**src/hdl/vlc_pkg.sv**
```systemverilog
package vlc_pkg;

  localparam int GROUP_BITS = 7;
  localparam int BYTE_W     = 8;
  localparam int WORD_W     = 32;

  localparam logic FUNC_ENCODE = 1'b0;
  localparam logic FUNC_DECODE = 1'b1;

  localparam logic KIND_BYTE  = 1'b0;
  localparam logic KIND_VALUE = 1'b1;

  typedef struct packed {
    logic              func;
    logic              is_signed;
    logic [WORD_W-1:0] value_in;
    logic [BYTE_W-1:0] in_byte;
  } req_t;

  typedef struct packed {
    logic              kind;
    logic [BYTE_W-1:0] out_byte;
    logic [WORD_W-1:0] out_value;
    logic              last;
    logic              error;
  } rsp_t;

  // Decoder result for the beat being accepted.
  typedef struct packed {
    logic              done;
    logic [WORD_W-1:0] value;
    logic              error;
  } dec_res_t;

endpackage

```
**src/hdl/varint_codec_sign_lsb.sv**
```systemverilog
// channel  valid      stall      payload        direction
// req      req_valid  req_stall  req (req_t)    in
// rsp      rsp_valid  rsp_stall  rsp (rsp_t)    out
//
// In a decode beat, a non-final byte only updates the accumulator. An encode
// beat emits 1 to ceil(VALUE_BITS/7) bytes: the work register shifts out one
// 7-bit group per cycle while rsp is not stalled and holds req_stall until
// the last group leaves. Reset clears the decode state and both valids.
// A stalled rsp holds its beat; req still loads into an empty work register.
module varint_codec_sign_lsb #(
  parameter int VALUE_BITS = 32
) (
  input  logic            clk,
  input  logic            rst,
  input  logic            req_valid,
  output logic            req_stall,
  input  vlc_pkg::req_t   req,
  output logic            rsp_valid,
  input  logic            rsp_stall,
  output vlc_pkg::rsp_t   rsp
);

  localparam int WIDE = (VALUE_BITS > vlc_pkg::WORD_W) ? VALUE_BITS : vlc_pkg::WORD_W;
  localparam int GB   = vlc_pkg::GROUP_BITS;

  // work register: one pending item
  logic                        a_valid;
  logic                        a_kind;
  logic [VALUE_BITS-1:0]       a_bits;
  logic [vlc_pkg::WORD_W-1:0]  a_value;
  logic                        a_err;

  logic                  accept;
  logic                  dec_step;
  vlc_pkg::dec_res_t     dec_res;

  logic [WIDE-1:0]       v_wide;
  logic [VALUE_BITS-1:0] v;
  logic [VALUE_BITS-1:0] neg_v;
  logic [VALUE_BITS-1:0] enc_bits;
  logic                  enc_err;

  logic                  rest_nz;
  logic                  a_final;
  logic                  rsp_free;
  logic                  emit;
  logic                  a_free;
  vlc_pkg::rsp_t         beat;

  always_comb begin
    v_wide  = WIDE'(req.value_in);
    v       = v_wide[VALUE_BITS-1:0];
    neg_v   = VALUE_BITS'(0) - v;
    enc_err = 1'b0;
    if (!req.is_signed) begin
      enc_bits = v;
    end else if (v[VALUE_BITS-1]) begin
      enc_bits = {neg_v[VALUE_BITS-2:0], 1'b1};
      // the minimum negates to itself
      enc_err  = (v[VALUE_BITS-2:0] == '0);
    end else begin
      enc_bits = {v[VALUE_BITS-2:0], 1'b0};
    end
  end

  always_comb begin
    rest_nz   = |a_bits[VALUE_BITS-1:GB];
    a_final   = (a_kind == vlc_pkg::KIND_VALUE) || !rest_nz;
    rsp_free  = !rsp_valid || !rsp_stall;
    emit      = a_valid && rsp_free;
    a_free    = !a_valid || (emit && a_final);
    req_stall = !a_free;
    accept    = req_valid && a_free;
    dec_step  = accept && (req.func == vlc_pkg::FUNC_DECODE);

    beat.kind  = a_kind;
    beat.error = a_err;
    if (a_kind == vlc_pkg::KIND_BYTE) begin
      beat.out_byte  = {rest_nz, a_bits[GB-1:0]};
      beat.out_value = '0;
      beat.last      = !rest_nz;
    end else begin
      beat.out_byte  = '0;
      beat.out_value = a_value;
      beat.last      = 1'b1;
    end
  end

  vlc_dec #(
    .VALUE_BITS (VALUE_BITS)
  ) u_dec (
    .clk       (clk),
    .rst       (rst),
    .step      (dec_step),
    .byte_in   (req.in_byte),
    .is_signed (req.is_signed),
    .res       (dec_res)
  );

  always_ff @(posedge clk) begin
    if (rst) begin
      a_valid <= 1'b0;
    end else if (accept) begin
      if (req.func == vlc_pkg::FUNC_ENCODE) begin
        a_valid <= 1'b1;
        a_kind  <= vlc_pkg::KIND_BYTE;
        a_bits  <= enc_bits;
        a_err   <= enc_err;
      end else begin
        a_valid <= dec_res.done;
        a_kind  <= vlc_pkg::KIND_VALUE;
        a_value <= dec_res.value;
        a_err   <= dec_res.error;
      end
    end else if (emit) begin
      if (a_final) begin
        a_valid <= 1'b0;
      end else begin
        // advance to the next group
        a_bits <= a_bits >> GB;
      end
    end
  end

  always_ff @(posedge clk) begin
    if (rst) begin
      rsp_valid <= 1'b0;
    end else if (emit) begin
      rsp_valid <= 1'b1;
      rsp       <= beat;
    end else if (!rsp_stall) begin
      rsp_valid <= 1'b0;
    end
  end

endmodule

```
**src/hdl/vlc_dec.sv**
```systemverilog
module vlc_dec #(
  parameter int VALUE_BITS = 32
) (
  input  logic                        clk,
  input  logic                        rst,
  input  logic                        step,
  input  logic [vlc_pkg::BYTE_W-1:0]  byte_in,
  input  logic                        is_signed,
  output vlc_pkg::dec_res_t           res
);

  localparam int SHW   = VALUE_BITS + vlc_pkg::GROUP_BITS;
  localparam int POS_W = $clog2(SHW);
  localparam int WIDE  = (VALUE_BITS > vlc_pkg::WORD_W) ? VALUE_BITS : vlc_pkg::WORD_W;

  logic [VALUE_BITS-1:0] accumulator;
  logic [VALUE_BITS-1:0] accumulator_next;
  logic [POS_W-1:0]      bit_position;
  logic [POS_W-1:0]      bit_position_next;
  logic                  lost_bits;
  logic                  lost_bits_next;

  logic [vlc_pkg::GROUP_BITS-1:0] grp;
  logic [SHW-1:0]                 shifted;
  logic                           in_range;
  logic [VALUE_BITS-1:0]          mag;
  logic [VALUE_BITS-1:0]          val;
  logic [WIDE-1:0]                val_wide;

  always_comb begin
    grp      = byte_in[vlc_pkg::GROUP_BITS-1:0];
    shifted  = SHW'(grp) << bit_position;
    in_range = bit_position < POS_W'(VALUE_BITS);

    accumulator_next  = accumulator;
    bit_position_next = bit_position;
    lost_bits_next    = lost_bits;
    if (in_range) begin
      // bits pushed above the top of the word are dropped
      if (shifted[SHW-1:VALUE_BITS] != '0) begin
        lost_bits_next = 1'b1;
      end
      accumulator_next  = accumulator | shifted[VALUE_BITS-1:0];
      bit_position_next = bit_position + POS_W'(vlc_pkg::GROUP_BITS);
    end else if (grp != '0) begin
      lost_bits_next = 1'b1;
    end

    mag = accumulator_next >> 1;
    if (is_signed) begin
      val = accumulator_next[0] ? (VALUE_BITS'(0) - mag) : mag;
    end else begin
      val = accumulator_next;
    end
    val_wide = WIDE'(val);

    res.done  = step && !byte_in[vlc_pkg::BYTE_W-1];
    res.value = val_wide[vlc_pkg::WORD_W-1:0];
    res.error = lost_bits_next;
  end

  always_ff @(posedge clk) begin
    if (rst) begin
      accumulator  <= '0;
      bit_position <= '0;
      lost_bits    <= 1'b0;
    end else if (step) begin
      if (res.done) begin
        accumulator  <= '0;
        bit_position <= '0;
        lost_bits    <= 1'b0;
      end else begin
        accumulator  <= accumulator_next;
        bit_position <= bit_position_next;
        lost_bits    <= lost_bits_next;
      end
    end
  end

endmodule

```
**config.mk**
```make
export PLATFORM = sky130hd
export DESIGN_NAME = varint_codec_sign_lsb
export DESIGN_NICKNAME = d
export VERILOG_FILES = /design/src/hdl/vlc_pkg.sv /design/src/hdl/varint_codec_sign_lsb.sv /design/src/hdl/vlc_dec.sv
export SDC_FILE = /design/constraint.sdc
export NUM_CORES = 1
export LEC_CHECK = 0
export ABC_AREA = 1
export BUFFER_PORTS_ARGS = -buffer_cell sky130_fd_sc_hd__buf_2
export CORE_AREA = 2 2 121 123
export CTS_CLUSTER_DIAMETER = 150
export DETAILED_ROUTE_END_ITERATION = 7
export DIE_AREA = 0 0 123 125
export PLACE_DENSITY = 0.86
export SKIP_LAST_GASP = 1
export SYNTH_ARGS = -nofsm -noshare
export SYNTH_HDL_FRONTEND = slang
export SYNTH_SLANG_ARGS = --single-unit
```
**constraint.sdc**
```tcl
create_clock -name clk -period 7.91 [get_ports clk]
set_clock_uncertainty 0.15 [all_clocks]
set_input_delay 1.1865 -clock clk [delete_from_list [all_inputs] [get_ports clk]]
set_output_delay 1.1865 -clock clk [all_outputs]
set_load 0.02 [all_outputs]
```
==> metrics.txt <==
outcome finished clean; Slew Limit Fails 0; endpoints failing hold 0; worst r2r dst u_dec.bit_position[3]; antenna viol nets, final 0; cell seen most often among critical-path stages nand2_1; CP Data Required Time 8.09 ns; Worst Hold Class reg2reg; hold_buf cts 0; final instance area 10000 sq um; number of global-route vias before repair 7128; Synth Area in Adders 0.416%; number of flops mapped to enable cells by yosys 109; DRC violations left 0; share of synthesized registers carrying an async set or reset 0%; largest area contributor in the netlist edfxtp_1; CP max stage cell nand2_1; sw frac 29.1%; clk_lat worst skew 0.43 ns; clock sink total 150; placed insts 1374; ys flop type edfxtp_1; sequential area share after synthesis 45.3%; row cnt 44; H-tree depth 4; Hold Startpoint a_err; synthesized flop and latch total 150; Worst Setup End Kind flip-flop; Critical path buffers and inverters 2; CP Data Arrival Time 4.50 ns; FF-to-FF setup slack 3.59 ns; die height 125 microns; routability cong. 0.942; final WL 20300 microns; DP Area 9490 sq um; Initial Utilization 63.6%; fin crit period 4.32 ns; routed len/inst 14.5 microns; Synth Cell Area 9030 sq um; maximum VDD drop 0.000159 V; first-pass GRT wire length 33800 microns; Switch Pwr 591 uW; Max Root-Sink Buffers 2; Final Cycle Share 54.6%; main combinational cell family by area after synthesis simple AND/OR/NAND/NOR gates; Mapped Cells 1144; crit path max fanout 39; dpl hpwl 14600 microns; Startpoint Class flip-flop; pwr/cell area 203 nW/um^2; critical path's top delay family simple AND/OR/NAND/NOR gates; total track usage 27.8%; Pleak 0.00444 uW; total gr overflow 0; R2R depth 15; hold path depth 0; RSZ-0062 raised after global routing no; Avg Inst Size Synth 7.90 sq um; Pint 1440 uW; total core area 14200 sq um; ranking of synthesized cells by area edfxtp_1 (36%), nand2_1 (12%), dfxtp_1 (9.1%), inv_1 (5.1%), nor2_1 (4.3%); die width 123 microns; mux share of post-synthesis cell area 0%; top-level I/O count 91; max incr delay on CP 0.79 ns; CTS tree yes; Relative slew margins 22.9%; synth warn 0; input/output buffers 90; DR vias/cell 5.63; vias 7907; Num CTS Buffers 17; Netlist cell types 43; Nets 1258; synth-to-layout area growth 10.9%; largest net degree at the start of global routing 78; combinational fraction of design power 19.6%; fmax 231 MHz; Post-Synth Simple-Gate Area 32.1%; total negative slack 0 ns; critical path class reg2reg; max_cap viols 0; # Post-CTS Setup Buffers 0; WHS 0.269 ns; R2R Path Start a_bits[27]; Least-Margin Pin Slew 1.15 ns; Hold Crit Endpoint rsp[0]; top-area cell type share of the netlist area 36.2%; Compound-Gate Fraction of Synth Area 9.92%; die area 15400 sq um; CTS-repair resized insts 0; crit-path cells nor4_1, nand2_1, nor2_1, nand4_1, nand2_1, nand2_1, nand2_1, nand2_1, nor2_2, buf_4, nand2_1, nand2_1, inv_1, nand2_1, nand2_1; Clk pin slew, worst setup/hold paths 0.06 ns; Antenna diodes 0; Seq pwr share 44.6%; clk root buf clkbuf_16; Net Count, Synth 1193; post-synthesis xor/xnor area fraction 3.20%; layout cell share with drive strength beyond 1 18.3%; final number of setup-violating endpoints 0; DR iter-0 viols 845; initial antenna violation count 0; clock share of power 35.8%; Final Non-Filler Cells 1405; Pre-Repair DR Iteration Count 6
-- worst reg2reg max path, cell delays in order (launching register included) --
cell	delay [ns]
edfxtp_1	0.38
nor4_1	0.31
nand2_1	0.09
nor2_1	0.14
nand4_1	0.09
nand2_1	0.18
nand2_1	0.07
nand2_1	0.11
nand2_1	0.57
nor2_2	0.25
buf_4	0.37
nand2_1	0.17
nand2_1	0.79
inv_1	0.31
nand2_1	0.16
nand2_1	0.06
-- how the worst max path moves through the flow --
| stage | startpoint | to | slack (ns) | depth (start not counted) |
|---|---|---|---|---|
| 2_1_floorplan | rst | a_bits[0] | 3.16 | 5 |
| 3_5_place_dp | rsp_stall | u_dec.bit_position[2] | 3.47 | 12 |
| 5_1_grt | a_bits[23] | u_dec.bit_position[2] | 3.17 | 15 |
| 3_3_place_gp | rsp_stall | u_dec.bit_position[3] | 3.61 | 12 |
| 4_1_cts | a_bits[23] | u_dec.bit_position[2] | 3.65 | 15 |
| 6_report | a_bits[27] | u_dec.bit_position[3] | 3.59 | 15 |
-- synth_stat cells, types with 2 or more instances --
cell and n:
buf_6 5, nand4_1 34, a21oi_1 47, buf_1 2, buf_4 8, buf_2 12
nor4_1 10, nand2_4 8, a31oi_1 7, ha_1 3, nand2_2 26, nor2_1 103
xnor2_1 12, o21a_1 3, nor2_4 8, o21ai_1 15, inv_1 123, nand3_1 77
clkbuf_1 23, o21ai_2 4, nand2_1 287, nand3_2 21, o211ai_1 7, inv_2 15
dfxtp_1 41, nand3b_1 2, edfxtp_1 109, nand4_2 2, nor2_2 10, xor2_1 21
o21ai_0 73, nor3_1 12, o221ai_1 4
-- sequential cells by signal (all words and copies together), names as in the netlist, 6 cells and up --
signal,flops
rsp,43
a_bits,32
a_value,32
u_dec.accumulator,32
u_dec.bit_position,6
-- stage by stage --
stage / utilization, % / power [uW] / setup WS, ns
global placement: 66.8 / 1300 / 3.61
detailed placement: 66.8 / 1310 / 3.47
CTS: 70.5 / 2030 / 3.65
global route: 70.5 / 2120 / 3.17
finish: 70.5 / 2030 / 3.59
floorplan: - / 1230 / 3.16
-- per-layer routing --
metal,up-vias,global-route usage [%],share of wire [%]
met3,49,5.16,7.1
li1,3916,-,-
met5,-,0,0
met1,3605,38.0,42
met4,0,10.6,2.9
met2,337,43.9,48
-- power groups by stage --
stage	clock (uW)	combinational [uW]	sequential, uW
final	727	397	906
after global routing	768	444	909
after CTS	728	393	906
after detailed placement	0	390	922
after global placement	0	379	921
after floorplan	0	299	926
-- cells in the final DEF, fill, tap and decap left out, drive strengths merged, types with 21 or more instances in the layout --
cell type    n
edfxtp     109
nand4       37
nand3       99
buf         97
dfxtp       41
xor2        21
a21oi       47
inv        139
nand2      321
nor2       121
o21ai       93
-- cell families after synthesis --
group,count (synthesis)
AO/OA/AOI/OAI,163
adder cells (fa/ha/maj),3
XOR/XNOR,33
flip-flops,150
AND/OR/NAND/NOR,604
buffers and inverters,191
-- final cells by class --
cell class,count,area [sq um]
Sequential cell,150,4090
Clock inverter,11,86.3
Inverter,140,528
Tap cell,184,230
Clock buffer,20,437
Multi-Input combinational cell,803,4140
Timing Repair Buffer,97,503
Fill cell,1148,4190
No activity file was read; power rests on OpenSTA's default activity.
